File: src/hdl/ggc_pkg.sv
package ggc_pkg;

   localparam int MaxVerticesDefault = 16;
   localparam int DegreeWidthDefault = 8;
   localparam int IdWidth = 8;
   localparam int ColourWidth = 5;

   typedef enum logic [1:0] {
      OP_ADD   = 2'd0,
      OP_RUN   = 2'd1,
      OP_CLEAR = 2'd2,
      OP_NONE  = 2'd3
   } op_type;

   typedef enum logic [3:0] {
      ST_IDLE,
      ST_FIND,
      ST_ADD,
      ST_SORT_LOAD,
      ST_SORT_CMP,
      ST_CLR_COL,
      ST_COL_LOAD,
      ST_COL_SCAN,
      ST_COL_STORE,
      ST_EMIT,
      ST_CLEAR
   } state_type;

   typedef struct packed {
      logic find_start;
      logic add_commit;
      logic sort_load;
      logic sort_shift;
      logic sort_place;
      logic col_clear;
      logic col_load;
      logic col_step;
      logic col_store;
      logic emit_load;
      logic graph_clear;
      logic idx_inc;
      logic idx_zero;
   } cmd_type;

   typedef struct packed {
      logic find_done;
      logic sort_outer_done;
      logic sort_should_shift;
      logic sort_h_zero;
      logic idx_done;
      logic col_done;
      logic empty;
   } sts_type;

endpackage

File: src/hdl/ggc_if.sv
interface ggc_req_if;
   logic       valid;
   logic       ready;
   logic [1:0] op;
   logic [7:0] first_vertex;
   logic [7:0] second_vertex;
   modport source (output valid, op, first_vertex, second_vertex, input ready);
   modport sink (input valid, op, first_vertex, second_vertex, output ready);
endinterface

interface ggc_rsp_if;
   logic       valid;
   logic       ready;
   logic [7:0] vertex_id;
   logic [4:0] vertex_colour;
   logic [4:0] colours_used;
   logic       overflow;
   logic       last;
   modport source (output valid, vertex_id, vertex_colour, colours_used, overflow, last,
                   input ready);
   modport sink (input valid, vertex_id, vertex_colour, colours_used, overflow, last,
                 output ready);
endinterface

File: src/hdl/ggc_ctrl.sv
module ggc_ctrl (
   input  logic             clock,
   input  logic             reset,
   input  logic             req_valid,
   input  logic [1:0]       req_op,
   output logic             req_ready,
   output logic             rsp_valid,
   input  logic             rsp_ready,
   output ggc_pkg::cmd_type cmd,
   input  ggc_pkg::sts_type sts
);
   import ggc_pkg::*;

   state_type state_ff, state_in;
   op_type    op;

   assign op = op_type'(req_op);

   always_ff @(posedge clock) begin
      if (reset) begin
         state_ff <= ST_IDLE;
      end else begin
         state_ff <= state_in;
      end
   end

   always_comb begin
      state_in = state_ff;
      case (state_ff)
         ST_IDLE: begin
            if (req_valid) begin
               case (op)
                  OP_ADD:   state_in = ST_FIND;
                  OP_RUN:   state_in = sts.empty ? ST_IDLE : ST_SORT_LOAD;
                  OP_CLEAR: state_in = ST_CLEAR;
                  default:  state_in = ST_IDLE;
               endcase
            end
         end
         ST_FIND:      if (sts.find_done) state_in = ST_ADD;
         ST_ADD:       state_in = ST_IDLE;
         ST_SORT_LOAD: state_in = sts.sort_outer_done ? ST_CLR_COL : ST_SORT_CMP;
         ST_SORT_CMP: begin
            if (sts.sort_h_zero || !sts.sort_should_shift) state_in = ST_SORT_LOAD;
         end
         ST_CLR_COL:   state_in = ST_COL_LOAD;
         ST_COL_LOAD:  state_in = ST_COL_SCAN;
         ST_COL_SCAN:  if (sts.col_done) state_in = ST_COL_STORE;
         ST_COL_STORE: state_in = sts.idx_done ? ST_EMIT : ST_COL_LOAD;
         ST_EMIT:      if (rsp_ready && sts.idx_done) state_in = ST_IDLE;
         ST_CLEAR:     state_in = ST_IDLE;
         default:      state_in = ST_IDLE;
      endcase
   end

   always_comb begin
      cmd       = '0;
      req_ready = 1'b0;
      rsp_valid = 1'b0;
      case (state_ff)
         ST_IDLE: begin
            req_ready = 1'b1;
            if (req_valid && op == OP_ADD) cmd.find_start = 1'b1;
         end
         ST_FIND:      cmd.idx_inc = 1'b1;
         ST_ADD:       cmd.add_commit = 1'b1;
         ST_SORT_LOAD: cmd.sort_load = 1'b1;
         ST_SORT_CMP: begin
            if (!sts.sort_h_zero && sts.sort_should_shift) cmd.sort_shift = 1'b1;
            else cmd.sort_place = 1'b1;
         end
         ST_CLR_COL: begin
            cmd.col_clear = 1'b1;
            cmd.idx_zero  = 1'b1;
         end
         ST_COL_LOAD:  cmd.col_load = 1'b1;
         ST_COL_SCAN:  cmd.col_step = 1'b1;
         ST_COL_STORE: begin
            cmd.col_store = 1'b1;
            if (sts.idx_done) cmd.idx_zero = 1'b1;
            else cmd.idx_inc = 1'b1;
         end
         ST_EMIT: begin
            rsp_valid = 1'b1;
            if (rsp_ready) cmd.idx_inc = 1'b1;
         end
         ST_CLEAR:     cmd.graph_clear = 1'b1;
         default: ;
      endcase
      cmd.emit_load = 1'b0;
   end

endmodule

File: src/hdl/ggc_dp.sv
module ggc_dp #(
   parameter int MaxVertices = ggc_pkg::MaxVerticesDefault,
   parameter int DegreeWidth = ggc_pkg::DegreeWidthDefault
) (
   input  logic             clock,
   input  logic             reset,
   input  logic [7:0]       req_first_vertex,
   input  logic [7:0]       req_second_vertex,
   input  logic             req_take,
   output logic [7:0]       rsp_vertex_id,
   output logic [4:0]       rsp_vertex_colour,
   output logic [4:0]       rsp_colours_used,
   output logic             rsp_overflow,
   output logic             rsp_last,
   input  ggc_pkg::cmd_type cmd,
   output ggc_pkg::sts_type sts
);
   import ggc_pkg::*;

   localparam int SW = $clog2(MaxVertices);
   localparam int CW = $clog2(MaxVertices + 1);
   localparam logic [DegreeWidth-1:0] DegMax = '1;

   logic [7:0]             ids_ff [MaxVertices];
   logic [DegreeWidth-1:0] deg_ff [MaxVertices];
   logic [MaxVertices-1:0] adj_ff [MaxVertices];
   logic [ColourWidth-1:0] col_ff [MaxVertices];
   logic [SW-1:0]          ord_ff [MaxVertices];
   logic [CW-1:0]          count_ff;
   logic                   drop_ff;

   logic [7:0]    a_ff, b_ff;
   logic [CW-1:0] idx_ff, idx_in;
   logic          fa_ff, fb_ff;
   logic [SW-1:0] sa_ff, sb_ff;

   logic [CW-1:0]          i_ff;
   logic [CW-1:0]          h_ff;
   logic [SW-1:0]          item_ff;
   logic [DegreeWidth-1:0] item_deg_ff;

   logic [SW-1:0]          cur_ff;
   logic [MaxVertices-1:0] row_ff;
   logic [ColourWidth-1:0] cand_ff;
   logic [CW-1:0]          k_ff;
   logic                   taken_ff;
   logic [ColourWidth-1:0] used_ff;

   logic [SW-1:0] idx_s, k_s, h_s, hm1_s, i_s;
   logic          hit;

   assign idx_s = idx_ff[SW-1:0];
   assign k_s   = k_ff[SW-1:0];
   assign h_s   = h_ff[SW-1:0];
   assign hm1_s = SW'(h_ff - CW'(1));
   assign i_s   = i_ff[SW-1:0];
   assign hit   = (k_ff < count_ff) && row_ff[k_s] && col_ff[k_s] == cand_ff;

   always_comb begin
      idx_in = idx_ff;
      if (cmd.find_start || cmd.idx_zero) idx_in = '0;
      else if (cmd.idx_inc) idx_in = idx_ff + CW'(1);
   end

   assign sts.find_done         = (idx_ff + CW'(1) >= count_ff) || (count_ff == '0);
   assign sts.sort_outer_done   = (i_ff >= count_ff);
   assign sts.sort_should_shift = deg_ff[ord_ff[hm1_s]] > item_deg_ff;
   assign sts.sort_h_zero       = (h_ff == '0);
   assign sts.idx_done          = (idx_ff + CW'(1) == count_ff);
   assign sts.col_done          = (k_ff + CW'(1) >= count_ff) && !hit;
   assign sts.empty             = (count_ff == '0);

   always_ff @(posedge clock) begin
      logic [SW-1:0] na, nb;
      logic [CW-1:0] need;
      logic          sa_new, sb_new;
      if (reset || cmd.graph_clear) begin
         count_ff <= '0;
         drop_ff  <= 1'b0;
         used_ff  <= '0;
         for (int v = 0; v < MaxVertices; v++) begin
            adj_ff[v] <= '0;
            col_ff[v] <= '0;
         end
      end else begin
         idx_ff <= idx_in;
         if (cmd.find_start) begin
            a_ff  <= req_first_vertex;
            b_ff  <= req_second_vertex;
            fa_ff <= 1'b0;
            fb_ff <= 1'b0;
         end
         if (cmd.idx_inc && !cmd.col_store && !cmd.emit_load && idx_ff < count_ff
             && !cmd.add_commit) begin
            if (ids_ff[idx_s] == a_ff && !fa_ff) begin
               fa_ff <= 1'b1;
               sa_ff <= idx_s;
            end
            if (ids_ff[idx_s] == b_ff && !fb_ff) begin
               fb_ff <= 1'b1;
               sb_ff <= idx_s;
            end
         end
         if (cmd.add_commit) begin
            sa_new = !fa_ff;
            sb_new = !fb_ff && (a_ff != b_ff);
            need   = CW'(sa_new) + CW'(sb_new);
            na = fa_ff ? sa_ff : count_ff[SW-1:0];
            nb = fb_ff ? sb_ff : (a_ff == b_ff ? na : SW'(count_ff + CW'(sa_new)));
            if ((CW+1)'(count_ff) + (CW+1)'(need) > (CW+1)'(MaxVertices)) begin
               drop_ff <= 1'b1;
            end else begin
               if (sa_new) begin
                  ids_ff[na] <= a_ff;
                  ord_ff[na] <= na;
                  col_ff[na] <= '0;
               end
               if (sb_new) begin
                  ids_ff[nb] <= b_ff;
                  ord_ff[nb] <= nb;
                  col_ff[nb] <= '0;
               end
               count_ff <= count_ff + need;
               for (int v = 0; v < MaxVertices; v++) begin
                  if (SW'(v) == na || SW'(v) == nb) begin
                     logic [MaxVertices-1:0] base;
                     logic [DegreeWidth-1:0] d;
                     logic [DegreeWidth-1:0] d1;
                     base = ((SW'(v) == na && sa_new) || (SW'(v) == nb && sb_new))
                            ? '0 : adj_ff[v];
                     d    = ((SW'(v) == na && sa_new) || (SW'(v) == nb && sb_new))
                            ? '0 : deg_ff[v];
                     if (SW'(v) == na) base[nb] = 1'b1;
                     if (SW'(v) == nb) base[na] = 1'b1;
                     d1 = (d < DegMax) ? d + DegreeWidth'(1) : d;
                     if (na == nb) d1 = (d1 < DegMax) ? d1 + DegreeWidth'(1) : d1;
                     adj_ff[v] <= base;
                     deg_ff[v] <= d1;
                  end
               end
            end
         end
         if (req_take) i_ff <= CW'(1);
         if (cmd.sort_load && i_ff < count_ff) begin
            item_ff     <= ord_ff[i_s];
            item_deg_ff <= deg_ff[ord_ff[i_s]];
            h_ff        <= i_ff;
         end
         if (cmd.sort_shift) begin
            ord_ff[h_s] <= ord_ff[hm1_s];
            h_ff        <= h_ff - CW'(1);
         end
         if (cmd.sort_place) begin
            ord_ff[h_s] <= item_ff;
            i_ff        <= i_ff + CW'(1);
         end
         if (cmd.col_clear) begin
            used_ff <= '0;
            for (int v = 0; v < MaxVertices; v++) col_ff[v] <= '0;
         end
         if (cmd.col_load) begin
            cur_ff  <= ord_ff[idx_s];
            row_ff  <= adj_ff[ord_ff[idx_s]];
            cand_ff <= ColourWidth'(1);
            k_ff    <= '0;
         end
         if (cmd.col_step) begin
            if (hit) begin
               cand_ff <= cand_ff + ColourWidth'(1);
               k_ff    <= '0;
            end else begin
               k_ff <= k_ff + CW'(1);
            end
         end
         if (cmd.col_store) begin
            col_ff[cur_ff] <= cand_ff;
            if (cand_ff > used_ff) used_ff <= cand_ff;
         end
      end
   end

   assign rsp_vertex_id     = ids_ff[ord_ff[idx_s]];
   assign rsp_vertex_colour = col_ff[ord_ff[idx_s]];
   assign rsp_colours_used  = used_ff;
   assign rsp_overflow      = drop_ff;
   assign rsp_last          = sts.idx_done;

endmodule

File: src/hdl/greedy_graph_colouring_core.sv
// Channel  Dir  Fields
// req      in   op, first_vertex, second_vertex
// rsp      out  vertex_id, vertex_colour, colours_used, overflow, last
//
// Edge word: a linear id search over the vertex table, then the table update.
// Run word: insertion sort, then colouring scans over the vertex table for
// each tried colour of each vertex, then one result word per cycle while rsp is ready.
// Reset is synchronous and empties the graph. A stalled rsp holds the word;
// req is taken only while idle.
module greedy_graph_colouring_core #(
   parameter int MaxVertices = ggc_pkg::MaxVerticesDefault,
   parameter int DegreeWidth = ggc_pkg::DegreeWidthDefault
) (
   input logic clock,
   input logic reset,
   ggc_req_if.sink   req,
   ggc_rsp_if.source rsp
);
   import ggc_pkg::*;

   cmd_type cmd;
   sts_type sts;

   ggc_ctrl u_ctrl (
      .clock     (clock),
      .reset     (reset),
      .req_valid (req.valid),
      .req_op    (req.op),
      .req_ready (req.ready),
      .rsp_valid (rsp.valid),
      .rsp_ready (rsp.ready),
      .cmd       (cmd),
      .sts       (sts)
   );

   ggc_dp #(
      .MaxVertices (MaxVertices),
      .DegreeWidth (DegreeWidth)
   ) u_dp (
      .clock             (clock),
      .reset             (reset),
      .req_first_vertex  (req.first_vertex),
      .req_second_vertex (req.second_vertex),
      .req_take          (req.valid && req.ready),
      .rsp_vertex_id     (rsp.vertex_id),
      .rsp_vertex_colour (rsp.vertex_colour),
      .rsp_colours_used  (rsp.colours_used),
      .rsp_overflow      (rsp.overflow),
      .rsp_last          (rsp.last),
      .cmd               (cmd),
      .sts               (sts)
   );

   a_no_overlap: assert property (@(posedge clock) disable iff (reset)
      !(req.ready && rsp.valid)) else $error("req taken during emit");
   a_hold: assert property (@(posedge clock) disable iff (reset)
      rsp.valid && !rsp.ready |=> rsp.valid && $stable(rsp.vertex_id))
      else $error("rsp word changed under stall");
   a_colour: assert property (@(posedge clock) disable iff (reset)
      rsp.valid |-> rsp.vertex_colour != '0 && rsp.vertex_colour <= rsp.colours_used)
      else $error("colour out of range");

endmodule

File: src/flat_wrapper.sv
// flat-port wrapper written by rule: the top's interface ports become plain ports
module greedy_graph_colouring_core_flat import ggc_pkg::*;
#(
   parameter int MaxVertices = ggc_pkg::MaxVerticesDefault,
   parameter int DegreeWidth = ggc_pkg::DegreeWidthDefault
)
  (clock, reset, req_valid, req_op, req_first_vertex, req_second_vertex, req_ready, rsp_valid, rsp_vertex_id, rsp_vertex_colour, rsp_colours_used, rsp_overflow, rsp_last, rsp_ready);
  ggc_req_if req_i ();
  ggc_rsp_if rsp_i ();
  input logic clock;
  input logic reset;
  input wire logic [$bits(req_i.valid)-1:0] req_valid;
  input wire logic [$bits(req_i.op)-1:0] req_op;
  input wire logic [$bits(req_i.first_vertex)-1:0] req_first_vertex;
  input wire logic [$bits(req_i.second_vertex)-1:0] req_second_vertex;
  output wire logic [$bits(req_i.ready)-1:0] req_ready;
  output wire logic [$bits(rsp_i.valid)-1:0] rsp_valid;
  output wire logic [$bits(rsp_i.vertex_id)-1:0] rsp_vertex_id;
  output wire logic [$bits(rsp_i.vertex_colour)-1:0] rsp_vertex_colour;
  output wire logic [$bits(rsp_i.colours_used)-1:0] rsp_colours_used;
  output wire logic [$bits(rsp_i.overflow)-1:0] rsp_overflow;
  output wire logic [$bits(rsp_i.last)-1:0] rsp_last;
  input wire logic [$bits(rsp_i.ready)-1:0] rsp_ready;
  assign req_i.valid = req_valid;
  assign req_i.op = req_op;
  assign req_i.first_vertex = req_first_vertex;
  assign req_i.second_vertex = req_second_vertex;
  assign req_ready = req_i.ready;
  assign rsp_valid = rsp_i.valid;
  assign rsp_vertex_id = rsp_i.vertex_id;
  assign rsp_vertex_colour = rsp_i.vertex_colour;
  assign rsp_colours_used = rsp_i.colours_used;
  assign rsp_overflow = rsp_i.overflow;
  assign rsp_last = rsp_i.last;
  assign rsp_i.ready = rsp_ready;
  greedy_graph_colouring_core #(.MaxVertices(MaxVertices), .DegreeWidth(DegreeWidth)) u_core (.clock(clock), .reset(reset), .req(req_i), .rsp(rsp_i));
endmodule
File: config.mk
export PLATFORM = sky130hd
export DESIGN_NAME = greedy_graph_colouring_core_flat
export DESIGN_NICKNAME = d
export VERILOG_FILES = /design/src/hdl/ggc_pkg.sv /design/src/hdl/ggc_if.sv /design/src/hdl/ggc_ctrl.sv /design/src/hdl/ggc_dp.sv /design/src/hdl/greedy_graph_colouring_core.sv /design/src/flat_wrapper.sv
export SDC_FILE = /design/constraint.sdc
export NUM_CORES = 2
export LEC_CHECK = 0
export ABC_AREA = 1
export BUFFER_PORTS_ARGS = -buffer_cell sky130_fd_sc_hd__buf_2
export CAP_MARGIN = 10
export CORE_ASPECT_RATIO = 0.75
export CORE_MARGIN = 3
export CORE_UTILIZATION = 40
export CTS_BUF_LIST = sky130_fd_sc_hd__clkbuf_4 sky130_fd_sc_hd__clkbuf_8
export DETAILED_ROUTE_END_ITERATION = 8
export PLACE_DENSITY_LB_ADDON = 0.12
export SETUP_SLACK_MARGIN = 0.5
export SLEW_MARGIN = 20
export SYNTH_ARGS = -nofsm -noshare
export SYNTH_HDL_FRONTEND = slang
export SYNTH_SLANG_ARGS = --single-unit
File: constraint.sdc
create_clock -name clock -period 6.5 [get_ports clock]
set_input_delay 0.65 -clock clock [delete_from_list [all_inputs] [get_ports clock]]
set_output_delay 0.65 -clock clock [all_outputs]
set_load 0.005 [all_outputs]
==> results by group <==
Logic synthesis
  – Number of enable flip-flop cells after synthesis: 659
  – Most frequent cell after synthesis: nand2_1
  – Post-synth cell types: 67
  – Syn_nets: 6,984
  – Synthesized flop and latch total: ~770
  – Sequential element share of the synthesized area: 0.418
  – Synth area leader: edfxtp_1
  – Yosys warns: 0
  – Mapped cell area: roughly 0.052 mm²
  – Dominant synthesized flop cell: edfxtp_1
  – Async set-reset flop share out of synthesis: 0
  – Top cells by area, synth: edfxtp_1 38%, nand2_1 11%, a21oi_1 6.9%
  – Top-area cell type share of the netlist area: 0.377
  – Cells after Synth: roughly 7,000
  – Most frequent cells after synthesis: 1,525 x nand2_1, 779 x inv_1, 720 x a21oi_1
  – Syn avg cell area: about 7.6 µm²

Finish
  – Nets@finish: 6,947
  – Layout cells sized above 1: 0.109
  – Layout area overhead: 9.86%

Global route
  – Grt ovf: 0
  – First-pass GRT wire length: between 300 and 400 mm
  – Largest net degree at the start of global routing: approximately 120
  – Vias in the first global route: 46,400
  – Total GRT Usage: 0.300
  – Initial antenna violation count: 8

STA
  – Hold Vio Cnt, Final: 0
  – RSZ-0062 raised after global routing: yes
  – Setup violations, final: 0
  – Fmax: around 0.17 GHz
  – TNS Setup: 0 ps
  – Relative slew margins: 0.202
  – Setup Skew: around 47 ps
  – Final max-slew violation count: 0
  – Tcrit/Tclk final: 0.887
  – Final min period: between 5000 and 6000 ps
  – Worst Max-Slew Pin Slew: around 1200 ps

Pwr
  – Cell Pwr Density: between 300 and 400 mW/mm²
  – Worst IR Drop VDD: slightly below 0.5 mV
  – Logic gate share of total power: 0.489
  – P_sw: approximately 10 mW
  – Switch share: 0.478
  – Final Total Pwr: 21.8 mW
  – Power share of the clock group: 0.224
  – Lkg Pwr: 23.0 nW
  – Power share of the sequential group: 0.287
  – Power Internal: between 10 and 15 mW

Critical path
  – CP startpoint: u_core.u_dp.fa_ff$_DFFE_PP_
  – Worst R2R Setup Slack: approximately 730 ps
  – Crit Path Category: reg2reg
  – Slowest cell on crit path: edfxtp_1
  – Cell family with most CP delay: simple AND/OR/NAND/NOR gates
  – CP startpoint kind: flop
  – R2r endpoint: u_core.u_dp.deg_ff[6][6]$_DFFE_PP_
  – Worst Setup End Kind: flop
  – Worst r2r src: u_core.u_dp.fa_ff$_DFFE_PP_
  – Worst endpoint required time: roughly 7000 ps
  – R2R depth: 26
  – Worst path bufs/invs: 7
  – Delay of the slowest critical-path stage: between 700 and 800 ps
  – CP most frequent cell: nand2_1
  – CP Depth: 26
  – CP endpoint: u_core.u_dp.deg_ff[6][6]$_DFFE_PP_
  – Arr. time, crit path: roughly 6400 ps
  – Worst-path maximum fanout: 24

Detailed routing
  – Pre-antenna DRT Iters: 6
  – WL/cell: around 24 µm
  – Drt initial violations: around 7,600
  – Vias post-DR: between 50,000 and 60,000
  – Total length of routed wires: between 200 and 250 mm
  – Via density: between 5 and 6
  – DR DRC count: 0
  – Final antenna-violating net count: 0

Die
  – DIE AREA: about 0.14 mm²
  – Initial core utilization: 0.405
  – Die X-Extent: approximately 420 µm
  – Top Ports: 44
  – Die height: around 320 µm
  – Core footprint: 0.130 mm²
  – Cell row count: between 100 and 150

Placed design
  – Final HPWL DP: ~140 mm
  – IO buf count: 43
  – Final RePlAce weighted congestion: ~0.92

Status
  – Status: finished, final reports clean

Clock network
  – Clock H-tree levels: 4
  – Clk sink count: between 700 and 800
  – Max clock buf depth: 3
  – TritonCTS buffer count: between 100 and 150
  – CTS Root Cell: clkbuf_8
  – Clk_lat worst skew: 890 ps
  – Clock slew at reported path FFs: roughly 60 ps
  – CTS tree: built

Flow run
  – Max-cap violations: 0

Min path
  – Worst min path class: in2reg
worst min path at each step:
stage                                                from                                     end  slack [ps]  depth (start not counted)
floorplan           u_core.u_dp.col_ff[1][1]$_SDFFE_PP0P_   u_core.u_dp.col_ff[1][1]$_SDFFE_PP0P_         440                          2
global placement    u_core.u_dp.col_ff[1][1]$_SDFFE_PP0P_   u_core.u_dp.col_ff[1][1]$_SDFFE_PP0P_         450                          2
detailed placement  u_core.u_dp.col_ff[1][1]$_SDFFE_PP0P_   u_core.u_dp.col_ff[1][1]$_SDFFE_PP0P_         460                          2
CTS                                                 reset  u_core.u_ctrl.state_ff[3]$_SDFFE_PP0P_           3                          2
global route                                        reset  u_core.u_ctrl.state_ff[2]$_SDFFE_PP0P_          60                          2
finish                                              reset  u_core.u_ctrl.state_ff[3]$_SDFFE_PP0P_         100                          2
stage by stage:
step | hold WS (ps) | util | instance area [µm²] | setup WS (ps) | instances
final | 99.7 | 0.445 | 57600 | 735 | 8689
after global routing | 63.2 | 0.445 | 57600 | 415 | 8688
after CTS | 2.53 | 0.444 | 57400 | 525 | 8677
after detailed placement | 457 | 0.420 | 54500 | 322 | 8416
after global placement | 452 | 0.420 | 54500 | 571 | 8416
after floorplan | 440 | - | 52400 | 1710 | 6881
power by group through the flow:
stage / clock network, mW / registers, mW / logic, mW
finish: 4.88 / 6.25 / 10.7
global route: 5.17 / 6.29 / 11.4
CTS: 4.96 / 6.23 / 10.4
detailed placement: 0 / 6.33 / 10.3
global placement: 0 / 6.33 / 10.3
floorplan: 0 / 6.12 / 6.68
worst reg2reg max path: stages, from the launching register on:
cell      delay, ps
edfxtp_1        780
inv_2           420
or2_1           340
o21ai_2         180
inv_2           140
nor2_1          130
inv_1           120
nor2_1          710
nand2_1         400
nand2_1         270
inv_2           300
nand2_1         180
inv_1            70
ha_1            200
nand2_1         110
nor2_4           70
nand3_4         120
inv_2            50
nand2_1          70
nand2_1          80
inv_1            80
ha_1            170
nand3_1         110
nor2_2          190
nand2_1          70
nand2_1          60
nand3_1          80
sequential cells by signal, indices dropped and copies added (netlist names), 4 cells and up, named ones only:
name and flops:
u_core.u_dp.adj_ff 256, u_core.u_dp.deg_ff 128, u_core.u_dp.ids_ff 128, u_core.u_dp.col_ff 80, u_core.u_dp.ord_ff 64, u_core.u_dp.row_ff 16
u_core.u_dp.a_ff 8, u_core.u_dp.b_ff 8, u_core.u_dp.item_deg_ff 8, u_core.u_dp.cand_ff 5, u_core.u_dp.count_ff 5, u_core.u_dp.h_ff 5
u_core.u_dp.i_ff 5, u_core.u_dp.idx_ff 5, u_core.u_dp.k_ff 5, u_core.u_dp.rsp_colours_used 5, u_core.u_ctrl.state_ff 4, u_core.u_dp.cur_ff 4
u_core.u_dp.item_ff 4, u_core.u_dp.sa_ff 4, u_core.u_dp.sb_ff 4
cells by family (layout without fill, tap and decap cells):
logic type | count (synthesis) | in the layout | share of synthesized area
xor gates and xnor gates | 100 | 100 | 0.0167
adders and majority gates | 81 | 81 | 0.0195
DFF | 766 | 766 | 0.418
other | 0 | 3 | 0
buffers and inverters | 1236 | 1300 | 0.0907
AOI/OAI and AO/OA | 1841 | 1842 | 0.200
muxes | 51 | 51 | 0.00981
and+or+nand+nor | 2806 | 2806 | 0.245
cells in the final DEF (no fill, tap or decap), types with 32 or more instances in the layout:
master,count
nand2_1,1520
inv_1,774
a21oi_1,715
edfxtp_1,659
o21ai_0,601
nand3_1,462
nor2_1,426
o22ai_1,188
clkbuf_8,151
buf_4,135
o211ai_1,108
dfxtp_1,102
o221ai_1,83
ha_1,80
nand4_1,68
xor2_1,63
inv_2,62
nor2_2,59
nor3_1,54
mux2i_1,48
nand3_2,46
buf_2,43
o311ai_0,41
a211oi_1,41
clkbuf_4,41
xnor2_1,36
nand2_2,35
nand3_4,32
layer usage:
metal  track usage  part of all wire  up-vias
met3        0.0636              0.11      346
met4        0.0901             0.026        0
met1         0.462              0.46    24400
met5             0                 0        -
met2         0.413              0.40     2882
li1              -                 -    23600
cell type report:
type / count / area (µm²)
Timing Repair Buffer: 200 / 1500
Tap cell: 1740 / 2180
Multi-Input combinational cell: 4880 / 25900
Clock inverter: 54 / 434
Fill cell: 13200 / 71900
Antenna cell: 3 / 7.51
Clock buffer: 191 / 2370
Sequential cell: 766 / 21900
Inverter: 855 / 3230
repair_timing:
action | 4_1_cts | 5_1_grt
resized for setup | 3 | 14
pin swaps | 0 | 2
hold endpoints to repair | 16 | 0
buffers inserted | 0 | 8
setup endpoints to repair | 23 | 309
gates cloned | 0 | 1
hold buffers | 16 | 0
Note: power is estimated with default switching activity, not from simulation.
